**src/rtl/lpc_pkg.sv**
```systemverilog
// Package: shared types, codes and constants of the LRU page cache.
`default_nettype none
package lpc_pkg;
	localparam int ENTRIES_DEF = 1024;
	localparam int SECTORS_DEF = 16;
	localparam int STREAMS_DEF = 16;
	localparam int CAP_W = 11;

	localparam logic [3:0] CMD_PROBE = 4'd0;
	localparam logic [3:0] CMD_LOOKUP = 4'd1;
	localparam logic [3:0] CMD_INS_CLEAN = 4'd2;
	localparam logic [3:0] CMD_INS_DIRTY = 4'd3;
	localparam logic [3:0] CMD_UPDATE = 4'd4;
	localparam logic [3:0] CMD_MARK_WB = 4'd5;
	localparam logic [3:0] CMD_REMOVE = 4'd6;
	localparam logic [3:0] CMD_EVICT_LRU = 4'd7;
	localparam logic [3:0] CMD_EVICT_DIRTY = 4'd8;

	localparam logic [2:0] ST_OK = 3'd0;
	localparam logic [2:0] ST_MISS = 3'd1;
	localparam logic [2:0] ST_DUP = 3'd2;
	localparam logic [2:0] ST_FULL = 3'd3;
	localparam logic [2:0] ST_EMPTY = 3'd4;

	localparam logic [1:0] PG_CLEAN = 2'd0;
	localparam logic [1:0] PG_DIRTY = 2'd1;
	localparam logic [1:0] PG_WB = 2'd2;

	typedef struct packed {
		logic [3:0] command;
		logic [3:0] stream_no;
		logic [31:0] page_number;
		logic [63:0] page_content;
		logic [63:0] data_time;
		logic [15:0] sector_mask;
	} req_t;

	typedef struct packed {
		logic [2:0] status;
		logic hit;
		logic [3:0] slot_stream;
		logic [31:0] slot_page;
		logic [63:0] slot_content;
		logic [63:0] slot_time;
		logic [15:0] slot_sectors;
		logic [1:0] slot_state;
		logic [10:0] used_slots;
		logic is_full;
	} rsp_t;

	// datapath operations issued by the controller
	typedef enum logic [3:0] {
		OP_NONE,
		OP_RD_SCAN,   // read key/valid at scan pointer
		OP_RD_ENTRY,  // read full entry + links at index register
		OP_RD_LINK,   // read links of a neighbor address
		OP_WR_ENTRY,  // write entry payload
		OP_WR_STATE,  // write state only
		OP_WR_OLDER,  // older_link[addr] <= data
		OP_WR_NEWER   // newer_link[addr] <= data
	} op_t;
endpackage
`default_nettype wire

```
**src/rtl/lpc_ctrl.sv**
```systemverilog
// Controller: command sequencing, LRU list maintenance and result build.
`default_nettype none
module lpc_ctrl #(
	parameter int ENTRIES = lpc_pkg::ENTRIES_DEF,
	parameter int SECTORS = lpc_pkg::SECTORS_DEF,
	localparam int AW = $clog2(ENTRIES)
) (
	input wire logic clk,
	input wire logic arst_n,
	input wire logic start,
	output logic busy,
	input wire lpc_pkg::req_t req_in,
	input wire logic [10:0] cap,
	output lpc_pkg::op_t op,
	output logic [AW-1:0] addr,
	output logic [AW-1:0] link_data,
	output logic [1:0] state_data,
	output logic set_valid,
	output logic clr_valid,
	output lpc_pkg::req_t req_q,
	input wire logic [35:0] rd_key,
	input wire logic rd_valid,
	input wire logic [63:0] rd_content,
	input wire logic [63:0] rd_time,
	input wire logic [15:0] rd_sectors,
	input wire logic [1:0] rd_state,
	input wire logic [AW-1:0] rd_older,
	input wire logic [AW-1:0] rd_newer,
	output logic done,
	output lpc_pkg::rsp_t rsp
);
	typedef enum logic [4:0] {
		S_CLEAR, S_IDLE, S_SCAN, S_SCAN_W, S_DISPATCH, S_FREE, S_FREE_W, S_INS_W,
		S_RD_ENT, S_RD_ENT_W, S_MODIFY, S_UNL1, S_UNL2, S_LINK1, S_LINK2,
		S_DWALK, S_DWALK_W, S_DONE
	} state_t;

	localparam logic [AW:0] LAST = (AW+1)'(ENTRIES - 1);

	state_t state_q;
	logic [AW:0] ptr_q;          // scan pointer, one bit wider for end detect
	logic [AW-1:0] idx_q;
	logic found_q;
	logic [AW-1:0] mru_q, lru_q;
	logic [10:0] occ_q;
	logic [10:0] walk_q;
	logic [AW-1:0] old_q, new_q;
	logic [1:0] fin_q;           // 0 done, 1 relink front after unlink, 2 drop
	lpc_pkg::rsp_t r_q;
	logic [10:0] effcap;
	logic [15:0] smask;

	assign effcap = (32'(cap) > ENTRIES) ? 11'(ENTRIES) : cap;
	assign busy = (state_q != S_IDLE);
	assign rsp = r_q;

	always_comb begin
		smask = 16'hffff;
		if (SECTORS < 16) smask = 16'((32'd1 << SECTORS) - 32'd1);
	end

	// datapath command decode (combinational off registered state)
	always_comb begin
		op = lpc_pkg::OP_NONE;
		addr = idx_q;
		link_data = '0;
		state_data = lpc_pkg::PG_CLEAN;
		set_valid = 1'b0;
		clr_valid = 1'b0;
		case (state_q)
			S_CLEAR: begin
				clr_valid = 1'b1;
				addr = ptr_q[AW-1:0];
			end
			S_SCAN, S_FREE: begin
				op = lpc_pkg::OP_RD_SCAN;
				addr = ptr_q[AW-1:0];
			end
			S_DWALK: begin
				op = lpc_pkg::OP_RD_ENTRY;
			end
			S_RD_ENT: op = lpc_pkg::OP_RD_ENTRY;
			S_INS_W: begin
				op = lpc_pkg::OP_WR_ENTRY;
				set_valid = 1'b1;
				state_data = (req_q.command == lpc_pkg::CMD_INS_DIRTY) ?
					lpc_pkg::PG_DIRTY : lpc_pkg::PG_CLEAN;
			end
			S_MODIFY: begin
				if (req_q.command == lpc_pkg::CMD_UPDATE) begin
					op = lpc_pkg::OP_WR_ENTRY;
					state_data = lpc_pkg::PG_DIRTY;
				end else if (req_q.command == lpc_pkg::CMD_MARK_WB) begin
					op = lpc_pkg::OP_WR_STATE;
					state_data = lpc_pkg::PG_WB;
				end
			end
			S_UNL1: begin
				// older_link[newer] <= older, unless idx is most recent
				if (idx_q != mru_q) begin
					op = lpc_pkg::OP_WR_OLDER;
					addr = new_q;
					link_data = old_q;
				end
			end
			S_UNL2: begin
				if (idx_q != lru_q) begin
					op = lpc_pkg::OP_WR_NEWER;
					addr = old_q;
					link_data = new_q;
				end
			end
			S_LINK1: begin
				op = lpc_pkg::OP_WR_OLDER;
				addr = idx_q;
				link_data = mru_q;
			end
			S_LINK2: begin
				op = lpc_pkg::OP_WR_NEWER;
				addr = mru_q;
				link_data = idx_q;
			end
			S_DONE: begin
				clr_valid = (fin_q == 2'd2);
			end
			default: ;
		endcase
	end

	always_ff @(posedge clk or negedge arst_n) begin
		if (!arst_n) begin
			state_q <= S_CLEAR;
			ptr_q <= '0;
			idx_q <= '0;
			found_q <= 1'b0;
			mru_q <= '0;
			lru_q <= '0;
			occ_q <= '0;
			walk_q <= '0;
			old_q <= '0;
			new_q <= '0;
			fin_q <= '0;
			done <= 1'b0;
			r_q <= '0;
			req_q <= '0;
		end else begin
			done <= 1'b0;
			case (state_q)
				S_CLEAR: begin
					// one valid bit per cycle after reset
					if (ptr_q == LAST) begin
						ptr_q <= '0;
						state_q <= S_IDLE;
					end else begin
						ptr_q <= ptr_q + 1'b1;
					end
				end
				S_IDLE: begin
					if (start) begin
						req_q <= req_in;
						r_q <= '0;
						found_q <= 1'b0;
						fin_q <= '0;
						ptr_q <= '0;
						if (req_in.command <= lpc_pkg::CMD_REMOVE) begin
							state_q <= S_SCAN;
						end else begin
							state_q <= S_DISPATCH;
						end
					end
				end
				S_SCAN: state_q <= S_SCAN_W;
				S_SCAN_W: begin
					// read data belongs to ptr_q
					if (rd_valid && rd_key == {req_q.stream_no, req_q.page_number}) begin
						found_q <= 1'b1;
						idx_q <= ptr_q[AW-1:0];
						state_q <= S_DISPATCH;
					end else if (ptr_q == LAST) begin
						state_q <= S_DISPATCH;
					end else begin
						ptr_q <= ptr_q + 1'b1;
						state_q <= S_SCAN;
					end
				end
				S_DISPATCH: begin
					case (req_q.command)
						lpc_pkg::CMD_PROBE, lpc_pkg::CMD_LOOKUP, lpc_pkg::CMD_UPDATE,
						lpc_pkg::CMD_MARK_WB, lpc_pkg::CMD_REMOVE: begin
							if (!found_q) begin
								r_q.status <= lpc_pkg::ST_MISS;
								state_q <= S_DONE;
							end else begin
								r_q.hit <= 1'b1;
								state_q <= S_RD_ENT;
							end
						end
						lpc_pkg::CMD_INS_CLEAN, lpc_pkg::CMD_INS_DIRTY: begin
							if (found_q) begin
								r_q.status <= lpc_pkg::ST_DUP;
								r_q.hit <= 1'b1;
								state_q <= S_RD_ENT;
							end else if (occ_q >= effcap) begin
								r_q.status <= lpc_pkg::ST_FULL;
								state_q <= S_DONE;
							end else begin
								ptr_q <= '0;
								state_q <= S_FREE;
							end
						end
						lpc_pkg::CMD_EVICT_LRU: begin
							if (occ_q == '0) begin
								r_q.status <= lpc_pkg::ST_EMPTY;
								state_q <= S_DONE;
							end else begin
								idx_q <= lru_q;
								state_q <= S_RD_ENT;
							end
						end
						lpc_pkg::CMD_EVICT_DIRTY: begin
							if (occ_q == '0) begin
								r_q.status <= lpc_pkg::ST_EMPTY;
								state_q <= S_DONE;
							end else begin
								idx_q <= lru_q;
								walk_q <= '0;
								state_q <= S_DWALK;
							end
						end
						default: state_q <= S_DONE;
					endcase
				end
				S_FREE: state_q <= S_FREE_W;
				S_FREE_W: begin
					if (!rd_valid) begin
						idx_q <= ptr_q[AW-1:0];
						state_q <= S_INS_W;
					end else if (ptr_q == LAST) begin
						r_q.status <= lpc_pkg::ST_FULL;
						state_q <= S_DONE;
					end else begin
						ptr_q <= ptr_q + 1'b1;
						state_q <= S_FREE;
					end
				end
				S_INS_W: begin
					r_q.slot_stream <= req_q.stream_no;
					r_q.slot_page <= req_q.page_number;
					r_q.slot_content <= req_q.page_content;
					r_q.slot_time <= req_q.data_time;
					r_q.slot_sectors <= req_q.sector_mask & smask;
					r_q.slot_state <= (req_q.command == lpc_pkg::CMD_INS_DIRTY) ?
						lpc_pkg::PG_DIRTY : lpc_pkg::PG_CLEAN;
					occ_q <= occ_q + 1'b1;
					if (occ_q == '0) begin
						mru_q <= idx_q;
						lru_q <= idx_q;
						state_q <= S_DONE;
					end else begin
						state_q <= S_LINK1;
					end
				end
				S_DWALK: state_q <= S_DWALK_W;
				S_DWALK_W: begin
					if (rd_state == lpc_pkg::PG_DIRTY) begin
						state_q <= S_RD_ENT;
					end else if (walk_q + 1'b1 >= occ_q) begin
						r_q.status <= lpc_pkg::ST_EMPTY;
						state_q <= S_DONE;
					end else begin
						walk_q <= walk_q + 1'b1;
						idx_q <= rd_newer;
						state_q <= S_DWALK;
					end
				end
				S_RD_ENT: state_q <= S_RD_ENT_W;
				S_RD_ENT_W: begin
					r_q.slot_stream <= rd_key[35:32];
					r_q.slot_page <= rd_key[31:0];
					r_q.slot_content <= rd_content;
					r_q.slot_time <= rd_time;
					r_q.slot_sectors <= rd_sectors;
					r_q.slot_state <= rd_state;
					old_q <= rd_older;
					new_q <= rd_newer;
					state_q <= S_MODIFY;
				end
				S_MODIFY: begin
					case (req_q.command)
						lpc_pkg::CMD_LOOKUP: begin
							if (idx_q != mru_q) begin
								fin_q <= 2'd1;
								state_q <= S_UNL1;
							end else begin
								state_q <= S_DONE;
							end
						end
						lpc_pkg::CMD_UPDATE: begin
							r_q.slot_content <= req_q.page_content;
							r_q.slot_time <= req_q.data_time;
							r_q.slot_sectors <= req_q.sector_mask & smask;
							r_q.slot_state <= lpc_pkg::PG_DIRTY;
							if (idx_q != mru_q) begin
								fin_q <= 2'd1;
								state_q <= S_UNL1;
							end else begin
								state_q <= S_DONE;
							end
						end
						lpc_pkg::CMD_MARK_WB: begin
							r_q.slot_state <= lpc_pkg::PG_WB;
							state_q <= S_DONE;
						end
						lpc_pkg::CMD_REMOVE, lpc_pkg::CMD_EVICT_LRU,
						lpc_pkg::CMD_EVICT_DIRTY: begin
							fin_q <= 2'd2;
							state_q <= S_UNL1;
						end
						default: state_q <= S_DONE;
					endcase
				end
				S_UNL1: begin
					if (idx_q == mru_q) mru_q <= old_q;
					state_q <= S_UNL2;
				end
				S_UNL2: begin
					if (idx_q == lru_q) lru_q <= new_q;
					if (fin_q == 2'd1) begin
						state_q <= S_LINK1;
					end else begin
						occ_q <= occ_q - 1'b1;
						state_q <= S_DONE;
					end
				end
				S_LINK1: state_q <= S_LINK2;
				S_LINK2: begin
					mru_q <= idx_q;
					state_q <= S_DONE;
				end
				S_DONE: begin
					r_q.used_slots <= occ_q;
					r_q.is_full <= (occ_q >= effcap);
					done <= 1'b1;
					state_q <= S_IDLE;
				end
				default: state_q <= S_IDLE;
			endcase
		end
	end
endmodule
`default_nettype wire
```
**config.mk**
```make
export PLATFORM = sky130hd
export DESIGN_NAME = lpc_ctrl
export DESIGN_NICKNAME = d
export VERILOG_FILES = /design/src/rtl/lpc_pkg.sv /design/src/rtl/lpc_ctrl.sv
export SDC_FILE = /design/constraint.sdc
export NUM_CORES = 1
export LEC_CHECK = 0
export ABC_AREA = 1
export BUFFER_PORTS_ARGS = -buffer_cell sky130_fd_sc_hd__buf_2
export CORE_AREA = 2 2 313 315
export CTS_CLUSTER_SIZE = 24
export DETAILED_ROUTE_END_ITERATION = 10
export DIE_AREA = 0 0 315 317
export GPL_ROUTABILITY_DRIVEN = 0
export GPL_TIMING_DRIVEN = 0
export SYNTH_ARGS = -nofsm -noshare
export SYNTH_HDL_FRONTEND = slang
export SYNTH_SLANG_ARGS = --single-unit
```
**constraint.sdc**
```tcl
create_clock -name clk -period 5.7 [get_ports clk]
set_clock_uncertainty 0.2 [all_clocks]
set_input_delay 1.14 -clock clk [delete_from_list [all_inputs] [get_ports clk]]
set_output_delay 1.14 -clock clk [all_outputs]
set_load 0.05 [all_outputs]
```
# Word-level counts from Yosys, hierarchy flattened

Index checks and enable logic that the tools add are counted.

ROM bits: 0
Output and inout bits: 412
Logic and storage cells: 235
Bits in latches: 0
Bits of input ports: 401
Memories kept: 0
Register bits after elaboration: 474
Bits in writable memories: 0

Reduce and logical (&&, ||, !) cells: 41
$add $sub $neg: 4
Mux-type cells: 93
Shift-type cells: 0
Magnitude comparators: 4
Eq/ne operators: 65
$mul: 0
Bitwise gates (word level): 0
Divide/modulo/power cells: 0

Operators by type and width:

| kind                                                | number |
|---|---|
| one-hot mux 146 bit (4 select lines)                | 1 |
| 2-to-1 mux 198 bit                                  | 1 |
| 2-to-1 mux 11 bit                                   | 14 |
| 2-to-1 mux 144 bit                                  | 1 |
| 2-to-1 mux 10 bit                                   | 13 |
| one-hot mux 10 bit (4 select lines)                 | 3 |
| one-hot mux 36 bit (3 select lines)                 | 1 |
| one-hot mux 5 bit (17 select lines)                 | 1 |
| 2-to-1 mux 5 bit                                    | 14 |
| one-hot mux 11 bit (5 select lines)                 | 1 |
| 2-to-1 mux 3 bit                                    | 15 |
| inequality test 2 bit, second input constant        | 22 |
| one-hot mux 11 bit (2 select lines)                 | 2 |
| equality test 5 x 4 -> 1 bit, second input constant | 8 |
| equality test 36 bit                                | 1 |
| adder 11 x 1 -> 11 bit, second input constant       | 3 |
| one-hot mux 10 bit (3 select lines)                 | 1 |
| one-hot mux 12 bit (2 select lines)                 | 1 |
| one-hot mux 3 bit (8 select lines)                  | 1 |
| greater-or-equal comparator 11 bit                  | 2 |
| equality test 10 bit                                | 2 |
| equality test 5 x 3 -> 1 bit, second input constant | 4 |
| inequality test 10 bit                              | 2 |
| one-hot mux 10 bit (2 select lines)                 | 1 |
| 46 further kinds                                    | 92 |

# Depth between registers and ports, before layout

Word-level depth: 7
Depth in mapped cells: 19

# Least setup slack after synthesis

OpenSTA, ideal clock, no wires.

Path kind: register to output
Start point: register state_q[4]
End point: output state_data[0]
Path slack: 1850 ps
Stages on the path, launching flop included: 8
Data arrival time: 2510 ps
Required time: 4360 ps
Cells stage by stage: dfrtp_1 > nor3_4 > nand2_1 > inv_2 > buf_2 > buf_2 > nand2_1 > o21ai_0

Cells in the longest elaborated chain, start to end: 2

Ends and longest elaborated chain:

| what                                                                                | line            | RTL |
|---|---|---|
| start, declared                                                                     | lpc_ctrl.sv:40  | `state_t state_q;` |
| start signal, assigned                                                              | lpc_ctrl.sv:132 | `state_q <= S_CLEAR;` |
| start signal, assigned                                                              | lpc_ctrl.sv:153 | `state_q <= S_IDLE;` |
| start signal, assigned                                                              | lpc_ctrl.sv:166 | `state_q <= S_SCAN;` |
| equality test 5 x 4 -> 1 bit / equality test 5 x 3 -> 1 bit (equally long branches) | lpc_ctrl.sv:70  | `case (state_q)` |
| one-hot mux 2 bit (2 select lines) (*)                                              | lpc_ctrl.sv:70  |  |
| end, declared                                                                       | lpc_ctrl.sv:17  | `output logic [1:0] state_data,` |

Mark *: on every way between the ends. The rest lies on a longest branch, timed or not.

# Worst setup path after layout

Start point: register state_q[1]
End point: output state_data[0]

Same word-level chain as after synthesis.

==> metrics.yaml <==
worst_setup_path:
  critical_path_class: "flip-flop to output pin"
  timing.critical_path.mode_cell: "buf_2"
  end_kind: "output pin"
  crit_family: "buffers and inverters"
  worstPathCellList: "inv_1 > nor2_1 > nand2_1 > inv_2 > buf_2 > buf_2 > nand2_1 > o21ai_0 > buf_2"
  cp.arrival_ns: 3.96
  path_buf_inv: 5
  critPathLaunchType: "flip-flop"
  critical_path_peak_fanout: 10
  max_stage_delay_ns: 0.52
  path_depth: 9
  cp.required_ns: 4.36
  crit_slowest_cell: "buf_2"
  worst-r2r-cell-count: 13
sta:
  fin_crit_ns: 5.30
  setup_violations: 0
  drv_slew: 0
  tightest_slew_ns: 1.25
  totalNegativeSetupSlack_ns: 0
  finalHoldViolations: 0
  fin_crit_sh_pct: 92.9
  clock.fmax_mhz: 189
  grt_setup_unrepaired: "no"
  setup_slack_ns: 0.405
  relSlewSlack_pct: 16.4
route:
  drt_iter0_drc: 2679
  wirelength_mm: 116
  drc: 0
  drtAntennaViolNets: 0
  via_count: 25500
  drt_pass1_iterations: 6
  wl_per_cell_um: 22.2
  viasPerCell: 4.90
synthesis:
  yosys_warnings: 0
  async_reset_ff_share_pct: 100
  synthDistinctLibCells: 50
  synth_seq_cells: 474
  synth_edf_count: 0
  syn_nets: 3431
  syn_inst: 2996
  synth_flop_cell: "dfrtp_1"
  seq_area_frac_synth_pct: 50.3
  synth_area_um2: 23600
  synth.avg_cell_area_um2: 7.88
finish:
  instances_no_fill: 5203
  area_growth_pct: 32.5
  drive_above_1_share_pct: 26.1
  fin_nets: 4304
  fin_util_pct: 32.5
clock_tree:
  clk_latency_ns: 0.65
  cts_tree: "built"
  cts_buffers: 56
  cts-root-buf: "clkbuf_16"
  ctsLongestPathBuffers: 3
  cts.sink_count: 474
  htreeDepth: 2
  post_cts_resized: 0
  postCtsSetupBuffers: 0
  clk_pin_slew_worst_paths_ns: 0.06
  postCtsHoldBufs: 0
power:
  combPwrFrac_pct: 54.1
  p_int_mw: 9.69
  ir_worst_vdd_mv: 0.375
  pwr_density_cell_nw_per_um2: 696
  pwr-share-clk_pct: 17.0
  leakagePower_nw: 15.8
  p_switching_mw: 12.1
  p_seq_share_pct: 28.8
  swShare_pct: 55.5
die:
  coreArea_um2: 96300
  start_util_pct: 24.5
  row_count: 114
  pin_count: 813
  die_h_um: 317
  die-width_um: 315
  die-area_um2: 99900
placed_design:
  hpwl_mm: 91.9
  place_ws_ns: 1.11
  io_buffers: 811
  dpl.cell_count: 5087
grt:
  grt_max_degree: 108
  overflow: 0
  first_global_vias: 23700
  grtUsageTotal_pct: 22.0
  grt_pass1_wl_mm: 162
  grt_antenna_before_repair: 19
flow_run:
  max_cap_violations: 0
outcome:
  outcome: "finished clean"
min_path:
  hold_path.class: "primary input to asynchronous set/reset pin"
-- cells by family (layout without fill, tap and decap cells) --
logic type | count (synthesis) | after routing | synth area share (%)
AOI/OAI and AO/OA | 597 | 597 | 15.0
xor gates and xnor gates | 37 | 37 | 1.37
adders and majority gates | 34 | 34 | 1.83
buffers and inverters | 377 | 1296 | 6.46
DFF | 474 | 474 | 50.3
other | 1 | 13 | 0.0159
and+or+nand+nor | 1476 | 1476 | 25.0
-- worst reg2reg max path: stages (launching register included) --
cell     delay, ns
dfrtp_1       0.47
inv_1         0.15
nand3_1       0.22
nor2_1        0.20
buf_2         0.31
buf_1         0.78
ha_1          0.46
a21oi_1       0.16
o21ai_0       0.11
a21oi_1       0.25
nor2_1        0.10
o21ai_0       0.15
nand2_1       0.07
o22ai_1       0.12
-- stage by stage --
| stage | hold slack, ns | instance area [µm²] | total power, mW |
|---|---|---|---|
| global route | 0.288 | 31300 | 22.9 |
| detailed placement | 0.266 | 29400 | 18.0 |
| global placement | 0.257 | 29300 | 17.9 |
| CTS | 0.244 | 31200 | 21.8 |
| floorplan | 0.242 | 23600 | 14.0 |
| finish | 0.272 | 31300 | 21.8 |
-- Yosys cell counts, drive strengths merged, types with 20 or more instances --
cell type  count  share of area, %
dfrtp        474                50
a21oi         39              0.84
nand4         39               1.0
a31oi        147               3.9
ha            33               1.7
xor2          27               1.0
o221ai        36               1.3
nand3         68               1.4
nor2         244               4.1
nor3          21              0.56
o21ai        293               6.4
a22oi         20              0.64
inv          202               3.2
o211ai        33               1.0
buf           82               1.8
nand2       1081                17
clkbuf        91               1.4
-- power groups by stage --
stage / logic, mW / registers, mW / clock network, mW
3_3_place_gp: 11.6 / 6.25 / 0
3_5_place_dp: 11.7 / 6.26 / 0
5_1_grt: 12.5 / 6.43 / 3.91
6_report: 11.8 / 6.28 / 3.71
2_1_floorplan: 3.84 / 10.2 / 0
4_1_cts: 11.8 / 6.23 / 3.78
-- area by class of cell --
cell class | instances | area, µm²
diodes | 12 | 30.0
plain buffers | 173 | 759
clock buffers | 82 | 1660
clock inverters | 22 | 208
fillers | 10400 | 65000
inverters | 204 | 766
multi-input cells | 2145 | 10200
flip-flops and latches | 474 | 11900
well taps | 1276 | 1600
repair buffers | 815 | 4180
-- cells in the final DEF (no fill, tap or decap), types with 11 or more instances in the layout --
cell	Yosys	routed
nor2_1	236	236
a31oi_1	147	147
buf_1	11	11
o21ai_0	277	277
o221ai_1	36	36
clkbuf_1	91	103
clkinv_2	0	14
clkbuf_16	0	58
dfrtp_1	474	474
buf_2	67	877
a21oi_1	38	38
inv_1	193	193
a22oi_1	20	20
diode_2	0	12
nor3_1	18	18
o211ai_1	33	33
nand3_1	68	68
nand4_1	39	39
nand2_1	1075	1075
xor2_1	27	27
ha_1	33	33
clkbuf_8	0	12
-- registers in the layout (all words and copies together) (netlist names) --
name	cells
rsp	198
req_q	184
occ_q	11
ptr_q	11
walk_q	11
idx_q	10
lru_q	10
mru_q	10
new_q	10
old_q	10
state_q	5
fin_q	2
done	1
found_q	1
-- routing by layer --
metal / wire length [µm] / global-route usage (%) / share of wire [%]
met1: 48000 / 29.8 / 42
met4: 4530 / 7.65 / 3.9
met3: 13000 / 7.42 / 11
met2: 49900 / 32.6 / 43
met5: 134 / 0 / 0.12
-- worst paths after layout --
path                                         from                     to  slack, ns
max in group asynchronous                  arst_n   rsp[110]$_DFFE_PN0P_       3.49
max reg2reg                state_q[4]$_DFFE_PN0P_   occ_q[8]$_DFFE_PN0P_       1.87
min reg2reg                  rsp[195]$_DFFE_PN0P_   rsp[195]$_DFFE_PN0P_       0.28
min                                        arst_n  req_q[66]$_DFFE_PN0P_       0.27
min in group clk             rsp[195]$_DFFE_PN0P_   rsp[195]$_DFFE_PN0P_       0.28
max                        state_q[1]$_DFFE_PN0P_          state_data[0]       0.40
No activity file was read; power rests on OpenSTA's default activity.
